## src/rtl/pfe_ram.sv

```systemverilog
// Generic single-port-write, single-port-read RAM with registered read data.
// No dependencies.
module pfe_ram #(
	parameter int WIDTH = 32,
	parameter int DEPTH = 128
) (
	input  logic                     clk,
	input  logic                     we,
	input  logic [$clog2(DEPTH)-1:0] waddr,
	input  logic [WIDTH-1:0]         wdata,
	input  logic                     re,
	input  logic [$clog2(DEPTH)-1:0] raddr,
	output logic [WIDTH-1:0]         rdata
);

	logic [WIDTH-1:0] mem [DEPTH];

	always_ff @(posedge clk) begin
		if (we) begin
			mem[waddr] <= wdata;
		end
		if (re) begin
			rdata <= mem[raddr];
		end
	end

endmodule

```

## config.mk

```make
export PLATFORM = sky130hd
export DESIGN_NAME = pfe_ram
export DESIGN_NICKNAME = d
export VERILOG_FILES = /design/src/rtl/pfe_ram.sv
export SDC_FILE = /design/constraint.sdc
export NUM_CORES = 2
export LEC_CHECK = 0
export ABC_AREA = 1
export BUFFER_PORTS_ARGS = -buffer_cell sky130_fd_sc_hd__buf_4
export CAP_MARGIN = 10
export CORE_MARGIN = 2
export CORE_UTILIZATION = 50
export CTS_BUF_LIST = sky130_fd_sc_hd__clkbuf_16
export DETAILED_ROUTE_END_ITERATION = 12
export GPL_ROUTABILITY_DRIVEN = 0
export PLACE_DENSITY = 0.67
export SLEW_MARGIN = 20
export SYNTH_ARGS = -nofsm -noshare
export SYNTH_HDL_FRONTEND = slang
export SYNTH_SLANG_ARGS = --single-unit
export TNS_END_PERCENT = 100
```

## constraint.sdc

```tcl
create_clock -name clk -period 2.8 [get_ports clk]
set_clock_uncertainty 0.05 [all_clocks]
set_input_delay 0.56 -clock clk [delete_from_list [all_inputs] [get_ports clk]]
set_output_delay 0.56 -clock clk [all_outputs]
set_load 0.1 [all_outputs]
```

; Word-level counts from Yosys, hierarchy flattened
; Memory sizes are Yosys's and may differ from the RTL's. A register that Yosys moved wholly into a read port is not among the register bits.
; Cells that the tools add are included.
; W data, S select, Z words.
[totals]
mem_bits_rw = 4096
wordCells = 3
output_inout_bits = 32
inputBits = 49
memories = 1
register_bits = 0
[op_classes]
n_mux = 2
[memory_table]
columns = name, words, word_bits, rd, rd_ports_with_merged_regs, write_ports, line_no
row1 = mem, 128, 32, 1, 1, 1, 16  ; logic [WIDTH-1:0] mem [DEPTH];
[op_table]
columns = operator, n
row1 = $mux W1, 2

; Logic depth before layout (Yosys ltp)
[depth]
ltp_word = 2
depth_mapped = 13
ltp_nobuf = 9

; Least setup slack after synthesis
; OpenSTA, ideal clock, no wires.
[synth_path]
kind = in2reg
startpoint = in we
endpoint = mem mem[105][0], enable pin
setup_ns = 0.421
t_required_ns = 2.329
stages = 4
arrival_time_ns = 2.537
slack_ns = -0.208
path_cell_list = clkbuf_1 nand2_1 clkbuf_1 nor2_1
[synth_between]
elab_chain_cells = 2
[synth_lines]
columns = item, line_no
row1 = start: declaration, 8  ; input logic we,
row2 = $mux W1, 19  ; if (we) begin
row3 = $mux W1 (implied by the code), 20  ; mem[waddr] <= wdata;
row4 = end: declaration, 16
; Every way passes these cells.

==> impl_results.md <==
* Multi-input logic area at 37,300 sq um
* Area grow syn2layout at 17.2%
* Number of global-route vias before repair at 106,000
* Antenna viol nets, final at 0
* Library cells used by synthesis at 14
* FILL cells at 24,900
* Post-synth top cells: 4,151 x nand2_1, 4,128 x edfxtp_1, 4,035 x nand3_1, 602 x buf_2, 134 x nor2_1
* Sequential fraction of design power at 51.9%
* Sequential area share after synthesis at 75.1%
* Synthesized area per cell at 12.3 sq um
* Die W at 578 microns
* Hold path start: wdata[22]
* Tcrit/Tclk final at 97.3%
* Mapped Cells at 13,400
* Post-synthesis register bit count at 4,128
* Hold worst-path end: mem[19][22]$_DFFE_PP_
* Slew Viols, Final at 0
* Final wirelength at 505 mm
* Hold buffers post-CTS at 14
* Register-to-Register Path Depth at 8
* Worst EP arrival at 3400 ps
* Num ports at 81
* Most frequent cell after synthesis: nand2_1
* Initial drt markers at 15,500
* Power share of the clock group at 40.7%
* Lkg Pwr at 68.6 nW
* Largest net degree at the start of global routing at 129
* Reg area at 124,000 sq um
* Netlist Area Pre-Place at 165,000 sq um
* Post-layout nets at 14,100
* Main synth FF type: edfxtp_1
* Routed vias/inst at 5.98
* Total gr overflow at 0
* H-Tree Depth at 5
* CP max FO at 25
* Synth area leaders: edfxtp_1 75%, nand3_1 12%, nand2_1 9.4%
* Yosys top cell area share at 75.1%
* # rows at 210
* Final Setup Violations at 0
* Required time at the worst-slack endpoint at 3470 ps
* CTS tree: built
* Postcts setup bufs at 0
* Routed len/inst at 26.9 microns
* Cell taking the most area after synthesis: edfxtp_1
* Fin. Hold Viols at 0
* CP Class: input pin to flip-flop
* Post-cts repair resize count at 0
* Antenna violations before repair at 33
* HPWL after DPL at 304 mm
* Outcome: finished clean
* Share of layout cells above drive strength 1 at 12.7%
* Startpoint types: input pin
* Die height at 578 microns
* Clock tree root driver cell: clkbuf_16
* P_int at 0.101 W
* Reg2reg start: mem[113][2]$_DFFE_PP_
* Fin worst setup slack at 75.2 ps
* RR Endpoint: rdata[2]$_DFFE_PP_
* Peak supply drop at 0.578 mV
* Worst-Skew Late Latency at 1010 ps
* Die ar. at 335,000 sq um
* Fmax at 367 MHz
* Worst-Margin Slew at 954 ps
* Combinational Power Share at 7.5%
* Total of max-cap violations at 0
* Final min period at 2720 ps
* # DRC at 0
* EDFF count, synth at 4,128
* Port buffer count at 80
* GRT Overall Usage at 29.8%
* RSZ-0062 raised after global routing: no
* Core box area at 328,000 sq um
* Setup WS pre-CTS at -580 ps
* NetSw at 0.0308 W
* YS warnings at 0
* Clock Sinks at 4,128
* Sw Ratio at 23.3%
* R2r setup slk at 250 ps
* WHS Path Cells at 1
* Pwr dens at 683 nW/um^2
* Initial Util at 50.3%
* Total number of vias at 112,000
* Worst-path clk slew at 70 ps
* Hold Path Class: input pin to flip-flop
* Endpoint class of the critical path: flip-flop
* Longest Clk Path Bufs at 4
* CP startpoint: raddr[1]
* FFs w/ async S/R, synth at 0%
* CTS buffer count at 416
* Syn_nets at 13,400
* Global-route wire length before repair at 726 mm
* First-pass iteration count of the detailed router at 8
* Worst hold slack at 32.9 ps
* Slew headroom at 36.4%
[state kept, by name (all words and copies together) (netlist names)]
name   flops
mem     4096
rdata     32
[power groups by stage]
stage          clock network, W  logic [W]  registers [W]
2_1_floorplan                 0    0.00410         0.0700
3_3_place_gp                  0    0.00950         0.0698
3_5_place_dp                  0    0.00961         0.0698
4_1_cts                  0.0540    0.00967         0.0685
5_1_grt                  0.0564     0.0104         0.0684
6_report                 0.0537    0.00986         0.0685
[routing by layer]
layer / part of all wire (%) / GRT usage [%]
met1: 37 / 40.0
met2: 46 / 46.1
met3: 11 / 6.10
met4: 5.9 / 15.9
met5: 0.016 / 0
[metrics by stage]
stage | setup TNS, ps | area (sq um) | instances | util [%] | total power (W)
after global routing | 0 | 193000 | 18800 | 59.0 | 0.135
after CTS | 0 | 193000 | 18700 | 59.0 | 0.132
after floorplan | -625550 | 165000 | 13400 | - | 0.0741
final | 0 | 193000 | 18800 | 59.0 | 0.132
after global placement | -6550 | 180000 | 18000 | 54.9 | 0.0793
after detailed placement | -7100 | 180000 | 18000 | 54.9 | 0.0794
[cells in the final DEF, fill, tap and decap left out, drive strengths merged]
master / n
clkinv: 173
dlygate4sd3: 14
inv: 147
bufinv: 31
buf: 1148
nor2: 134
nand2: 4151
clkinvlp: 7
nand3: 4035
edfxtp: 4128
diode: 18
clkbuf: 421
nor3: 8
[cell families after synthesis]
family | count (synthesis) | synth area share, %
buf+inv | 933 | 2.84
simple gates | 8328 | 22.0
flops | 4128 | 75.1
[worst max path at each step]
stage / to / slack (ps) / cells after the start
CTS: rdata[1] / 60 / 1
finish: rdata[2]$_DFFE_PP_ / 80 / 11
floorplan: mem[105][0]$_DFFE_PP_ / -210 / 4
global route: rdata[5] / 130 / 1
detailed placement: rdata[2]$_DFFE_PP_ / -580 / 11
global placement: rdata[2]$_DFFE_PP_ / -580 / 11
[critical path: stages]
cell and delay (ps):
buf_8 220, buf_12 280, buf_4 270, buf_4 180, nand3_1 80, nand3_1 80
nand3_1 190, nand3_1 270, nand3_1 560, nand3_1 530, nand2_1 90
[cell type report]
class | instances | share of cell area, %
clock buffer | 421 | 5.45
clock inverter | 334 | 1.32
sequential | 4128 | 64.1
tap | 4346 | 2.81
timing repair buffer | 1162 | 6.87
inverter | 24 | 0.0738
multi-input combinational | 8328 | 19.3
antenna | 18 | 0.0233
No activity file was read; power rests on OpenSTA's default activity.
