===== src/rtl/pfe_pkg.sv =====
// Package for the postfix expression evaluator.
// Holds widths, status and character codes, and the divider request/response structs.
// No dependencies.
package pfe_pkg;

	localparam int STACK_DEPTH = 128;
	localparam int CNT_W       = $clog2(STACK_DEPTH + 1);
	localparam int ADDR_W      = $clog2(STACK_DEPTH);
	localparam int DATA_W      = 32;
	localparam int SYM_W       = 8;
	localparam int STAT_W      = 3;
	localparam int DIV_CNT_W   = $clog2(DATA_W);

	localparam logic [STAT_W-1:0] STS_OK        = 3'd0;
	localparam logic [STAT_W-1:0] STS_OVERFLOW  = 3'd1;
	localparam logic [STAT_W-1:0] STS_UNDERFLOW = 3'd2;
	localparam logic [STAT_W-1:0] STS_INVALID   = 3'd3;
	localparam logic [STAT_W-1:0] STS_LEFTOVER  = 3'd4;
	localparam logic [STAT_W-1:0] STS_DIVZERO   = 3'd5;

	localparam logic [SYM_W-1:0] CH_ZERO  = 8'h30;
	localparam logic [SYM_W-1:0] CH_NINE  = 8'h39;
	localparam logic [SYM_W-1:0] CH_PLUS  = 8'h2B;
	localparam logic [SYM_W-1:0] CH_MINUS = 8'h2D;
	localparam logic [SYM_W-1:0] CH_MUL   = 8'h2A;
	localparam logic [SYM_W-1:0] CH_DIV   = 8'h2F;

	typedef struct packed {
		logic              start;
		logic [DATA_W-1:0] num;
		logic [DATA_W-1:0] den;
	} div_req_t;

	typedef struct packed {
		logic              done;
		logic [DATA_W-1:0] quot;
	} div_rsp_t;

endpackage


===== src/rtl/pfe_div.sv =====
// Serial signed divider, one quotient bit per cycle, truncating toward zero.
// Depends on pfe_pkg for widths and the request/response structs.
module pfe_div (
	input  logic              clk,
	input  logic              arst_n,
	input  pfe_pkg::div_req_t req,
	output pfe_pkg::div_rsp_t rsp
);

	logic                           busy_q;
	logic                           done_q;
	logic                           neg_q;
	logic [pfe_pkg::DIV_CNT_W-1:0]  cnt_q;
	logic [pfe_pkg::DATA_W-1:0]     q_q;
	logic [pfe_pkg::DATA_W-1:0]     r_q;
	logic [pfe_pkg::DATA_W-1:0]     d_q;
	logic [pfe_pkg::DATA_W:0]       r_shift;
	logic [pfe_pkg::DATA_W:0]       r_diff;

	assign r_shift = {r_q, q_q[pfe_pkg::DATA_W-1]};
	assign r_diff  = r_shift - {1'b0, d_q};

	always_ff @(posedge clk or negedge arst_n) begin
		if (!arst_n) begin
			busy_q <= 1'b0;
			done_q <= 1'b0;
			neg_q  <= 1'b0;
			cnt_q  <= '0;
			q_q    <= '0;
			r_q    <= '0;
			d_q    <= '0;
		end else begin
			done_q <= 1'b0;
			if (req.start) begin
				busy_q <= 1'b1;
				neg_q  <= req.num[pfe_pkg::DATA_W-1] ^ req.den[pfe_pkg::DATA_W-1];
				q_q    <= req.num[pfe_pkg::DATA_W-1] ? -req.num : req.num;
				d_q    <= req.den[pfe_pkg::DATA_W-1] ? -req.den : req.den;
				r_q    <= '0;
				cnt_q  <= pfe_pkg::DIV_CNT_W'(pfe_pkg::DATA_W - 1);
			end else if (busy_q) begin
				if (!r_diff[pfe_pkg::DATA_W]) begin
					r_q <= r_diff[pfe_pkg::DATA_W-1:0];
					q_q <= {q_q[pfe_pkg::DATA_W-2:0], 1'b1};
				end else begin
					r_q <= r_shift[pfe_pkg::DATA_W-1:0];
					q_q <= {q_q[pfe_pkg::DATA_W-2:0], 1'b0};
				end
				if (cnt_q == '0) begin
					busy_q <= 1'b0;
					done_q <= 1'b1;
				end else begin
					cnt_q <= cnt_q - 1'b1;
				end
			end
		end
	end

	assign rsp.done = done_q;
	assign rsp.quot = neg_q ? -q_q : q_q;

endmodule


===== config.mk =====
export PLATFORM = sky130hd
export DESIGN_NAME = pfe_div
export DESIGN_NICKNAME = d
export VERILOG_FILES = /design/src/rtl/pfe_pkg.sv /design/src/rtl/pfe_div.sv
export SDC_FILE = /design/constraint.sdc
export NUM_CORES = 1
export LEC_CHECK = 0
export ABC_AREA = 1
export BUFFER_PORTS_ARGS = -buffer_cell sky130_fd_sc_hd__buf_2
export CAP_MARGIN = 20
export CORE_MARGIN = 2
export CORE_UTILIZATION = 54
export CTS_CLUSTER_DIAMETER = 80
export CTS_CLUSTER_SIZE = 25
export DETAILED_ROUTE_END_ITERATION = 8
export PLACE_DENSITY = 0.83
export SLEW_MARGIN = 10
export SYNTH_ARGS = -nofsm -noshare
export SYNTH_HDL_FRONTEND = slang
export SYNTH_SLANG_ARGS = --single-unit

===== constraint.sdc =====
create_clock -name clk -period 3.1 [get_ports clk]
set_clock_uncertainty 0.15 [all_clocks]
set_input_delay 0 -clock clk [delete_from_list [all_inputs] [get_ports clk]]
set_output_delay 0 -clock clk [all_outputs]
set_load 0.01 [all_outputs]

# Word-level counts from Yosys, hierarchy flattened
# Index checks and enable logic that the tools add are counted.
dict set report word_totals {
  out_inout_bits 33
  regBits 104
  elab_cells 35
  in_bits 67
}
dict set report op_classes {
  n_bitwise 1
  n_mux 18
  n_addsub 5
  n_eq_ne 1
  reduce_logical 3
}
# operator n
set op_table {}
lappend op_table {{32-bit 2-to-1 mux} 8}
lappend op_table {{32-bit negator} 3}
lappend op_table {{33-bit by 32-bit subtractor with 33-bit output} 1}
lappend op_table {{5-bit 2-to-1 mux} 3}
lappend op_table {{1-bit 2-to-1 mux} 7}
lappend op_table {{5-bit logical NOT} 1}
lappend op_table {{5-bit by 1-bit subtractor with 5-bit output (second input constant)} 1}
lappend op_table {{2-bit inequality test (second input constant)} 1}
lappend op_table {{2-bit AND reduction} 1}
lappend op_table {{2-bit nonzero test} 1}
lappend op_table {{1-bit bitwise XOR} 1}

# Logic depth before layout (Yosys ltp)
dict set report logic_depth {
  word_depth 4
  mapped_depth 19
}

# Worst setup path before layout
# OpenSTA, ideal clock, no wires.
dict set report synth_timing {
  kind {reg-to-reg}
  startpoint {register q_q[31] in the netlist's numbering}
  endpoint {register r_q[23] in the netlist's numbering}
  t_arrival_ns 2.162
  path_buffers 2
  required_ns 2.833
  path_stages_with_launch 19
  slack_ns 0.671
  cell_sequence {dfrtp_1 > inv_1 > ha_1 > inv_1 > fa_1 > nand2_1 > nand2_1 > nand3_1 > nand2_1 > nand2_1 > nand2_1 > nand2_2 > nand3_2 > nand2_2 > buf_6 > buf_6 > nand2_1 > nand3_1 > nand2_1}
}
dict set report synth_via {
  elab_chain_cells 4
}
# element line_no
set synth_rtl {}
lappend synth_rtl {{from (decl)} pfe_div.sv:14} ;# logic [pfe_pkg::DATA_W-1:0] q_q;
lappend synth_rtl {{from (signal assigned)} pfe_div.sv:37} ;# q_q <= req.num[pfe_pkg::DATA_W-1] ? -req.num : req.num;
lappend synth_rtl {{from (signal assigned)} pfe_div.sv:44} ;# q_q <= {q_q[pfe_pkg::DATA_W-2:0], 1'b1};
lappend synth_rtl {{from (signal assigned)} pfe_div.sv:47} ;# q_q <= {q_q[pfe_pkg::DATA_W-2:0], 1'b0};
lappend synth_rtl {{33-bit by 32-bit subtractor with 33-bit output} pfe_div.sv:21} ;# assign r_diff = r_shift - {1'b0, d_q};
lappend synth_rtl {{32-bit 2-to-1 mux} pfe_div.sv:42} ;# if (!r_diff[pfe_pkg::DATA_W]) begin
lappend synth_rtl {{32-bit 2-to-1 mux} pfe_div.sv:41} ;# end else if (busy_q) begin
lappend synth_rtl {{32-bit 2-to-1 mux} pfe_div.sv:34} ;# if (req.start) begin
lappend synth_rtl {{to (signal assigned)} pfe_div.sv:43} ;# r_q <= r_diff[pfe_pkg::DATA_W-1:0];
lappend synth_rtl {{to (signal assigned)} pfe_div.sv:46} ;# r_q <= r_shift[pfe_pkg::DATA_W-1:0];
lappend synth_rtl {{to (decl)} pfe_div.sv:15} ;# logic [pfe_pkg::DATA_W-1:0] r_q;
# Every way passes these cells. The select of a mux whose other input is x is not followed.
# A chain may end at the register's enable or synchronous reset.

==> flow_metrics.tcl <==
set metrics [dict create \
    dpl.cell_count 1941 \
    path_class "reg2out" \
    yosys-top-cells-area "dfrtp_1 27%, nand2_1 21%, inv_1 12%, xor2_1 6.9%, nand3_1 6.3%" \
    worst_setup_path_end_kind "output pin" \
    cts_buffers 9 \
    grt_max_degree 68 \
    switching_share_pct 49.0 \
    cts_tree "yes" \
    setup_viol 0 \
    synthCells 1643 \
    htree_levels 3 \
    drt_wl_total_mm 30.6 \
    regArea_um2 2600 \
    clock_path_buffers 2 \
    combPwrFrac_pct 57.6 \
    io_pins 100 \
    clock-sinks 104 \
    rsz0062_at_grt "false" \
    n_antenna_cell 0 \
    seq_power_share_pct 25.0 \
    ant_nets 0 \
    gp_congestion 1.03 \
    fin_setup_tns_ns 0 \
    core_um2 17900 \
    syn_avg_cell_area_um2 5.96 \
    initial_core_util_pct 54.7 \
    synth_cell_type_count 42 \
    crit_required_ns 2.95 \
    die-height_um 139 \
    worst-path-max-fanout 4 \
    syn_nets 1748 \
    wl_per_cell_um 15.2 \
    dp_hpwl_mm 22.2 \
    antenna_found_initial 0 \
    drv_slew 0 \
    cp_cell_sequence "inv_1 > ha_1 > inv_1 > nor3_2 > nand2_1 > nor2_1 > nand2_1 > nor2_1 > nand3_1 > o21ai_2 > nand2_1 > xor2_1 > buf_2" \
    portBuffers 99 \
    finalCritPeriodShare_pct 91.8 \
    grt_usage_pct 31.8 \
    maxCapViolCount 0 \
    num-fill-cells 1615 \
    power_switching_mw 3.60 \
    final_util_pct 64.0 \
    finalHoldViolations 0 \
    cts_setup_buffers 0 \
    max_stage_delay_ns 0.41 \
    syn_to_final_growth_pct 17.0 \
    path_clk_slew_ns 0.07 \
    startpoint_type "flop" \
    grt_overflow 0 \
    multiInputGateArea_um2 5820 \
    slew_headroom_pct 39.7 \
    die_area_um2 19200 \
    crit_arrival_ns 2.69 \
    drc 0 \
    min_period_ns 2.84 \
    clock.fmax_mhz 352 \
    p_int_mw 3.75 \
    status "completed" \
    clock_power_share_pct 17.4 \
    num_vias 11000 \
    cts_root_buffer "clkbuf_16" \
    finalWorstSetupSlack_ns 0.256 \
    yosysSeqAreaShare_pct 26.6 \
    total_power_mw 7.35 \
    synth_top_cell_by_area "dfrtp_1" \
    firstDrtPassIters 9 \
    grt_pass1_vias 10200 \
    syn_area_um2 9790 \
    die_w_um 139 \
    fp-row-count 49 \
    nets 1891 \
    grt_pass1_wl_mm 50.1 \
    final_common_cell "nand2_1" \
    critical-path-slowest-cell "dfrtp_1" \
    peakVddDrop_mv 0.328 \
    finalInstanceArea_um2 11500 \
    via_per_inst 5.46 \
    clk_latency_ns 0.37 \
    drive_above_1_share_pct 8.49 \
    yosysTopAreaCellShare_pct 26.6 \
    holdWs_ns 0.00991 \
    leakagePower_nw 6.46 \
    synth_warnings 0 \
    place_ws_ns 0.248 \
    drtIter0Drc 1131 \
    crit_top_cell "nand2_1" \
    worst_slew_pin_slew_ns 0.905 \
    dpl_cell_area_um2 10500 \
    synth-seq-cells 104 \
    final_cells 2020 \
    final_cell_mix "555 x nand2_1, 306 x inv_1, 124 x nand3_1" \
    power_density_nw_per_um2 641 \
    hp-class "in2reg" \
]
## power by group through the flow
| stage | Sequential [mW] | Clock (mW) | Combinational (mW) |
|---|---|---|---|
| floorplan | 1.78 | 0 | 3.02 |
| global placement | 1.84 | 0 | 3.95 |
| detailed placement | 1.85 | 0 | 4.03 |
| CTS | 1.83 | 1.28 | 4.12 |
| global route | 1.86 | 1.32 | 4.76 |
| finish | 1.84 | 1.28 | 4.23 |
## cells in the mapped netlist, drive strengths merged
library cell / instances
a21o: 1
a21oi: 34
a22o: 1
a31oi: 5
and2: 5
and3: 2
buf: 13
clkbuf: 30
clkinv: 3
dfrtp: 104
fa: 1
ha: 37
inv: 314
nand2: 561
nand3: 125
nand3b: 5
nand4: 20
nor2: 123
nor3: 28
nor4: 3
o211ai: 6
o21ai: 126
o21bai: 2
o221ai: 3
o22ai: 1
o311ai: 1
o41ai: 1
or2: 6
xnor2: 5
xor2: 77
## worst paths after layout
check                      startpoint  endpoint  slack [ns]  cells after the start
max reg2reg                   q_q[31]   r_q[25]        0.28                     17
max in group asynchronous      arst_n   d_q[22]        1.90                      3
min                           req[33]    q_q[1]        0.01                      5
min reg2reg                    d_q[6]    d_q[6]        0.35                      2
max                            q_q[0]   rsp[28]        0.26                     13
min in group asynchronous      arst_n    r_q[6]        0.14                      2
## layout make-up
type                       instances  share of cell area [%]
multi-input combinational       1179                    50.8
sequential                       104                    22.7
timing repair buffer             175                    10.8
inverter                         317                    10.4
tap                              229                    2.50
clock buffer                      11                    2.12
clock inverter                     5                   0.699
## repair_timing
item	CTS	global route
hold buffers	63	0
setup endpoints to repair	0	22
gates resized for setup	0	3
hold endpoints to repair	129	0
## per-layer routing
layer | track usage (%) | vias up | share of wire, %
li1 | - | 5351 | -
met3 | 5.18 | 75 | 9.0
met5 | 0 | - | 0
met1 | 44.4 | 5044 | 44
met4 | 9.94 | 0 | 2.5
met2 | 50.9 | 550 | 45
## flip-flops by register name, summed over array words and instances, names as in the netlist
signal and flops:
done_q 1, r_q 32, neg_q 1, busy_q 1, q_q 32, d_q 32, cnt_q 5
## cells by family (layout without fill, tap and decap cells)
| logic type | Yosys count | after routing | share of synthesized area (%) |
|---|---|---|---|
| adder cells (fa/ha/maj) | 38 | 38 | 4.93 |
| AO/OA/AOI/OAI | 181 | 181 | 9.79 |
| XOR/XNOR | 82 | 82 | 7.33 |
| flip-flops | 104 | 104 | 26.6 |
| AND/OR/NAND/NOR | 878 | 878 | 37.2 |
| buffers and inverters | 360 | 508 | 14.2 |
## worst max-delay path, delay by kind of cell (launching register included)
family,cells,cell delay [ns]
adder cells (fa/ha/maj),1,0.17
AND/OR/NAND/NOR,7,1.01
XOR/XNOR,1,0.15
AO/OA/AOI/OAI,1,0.26
buffers and inverters,3,0.34
flip-flops,1,0.41
No activity file was read; power rests on OpenSTA's default activity.
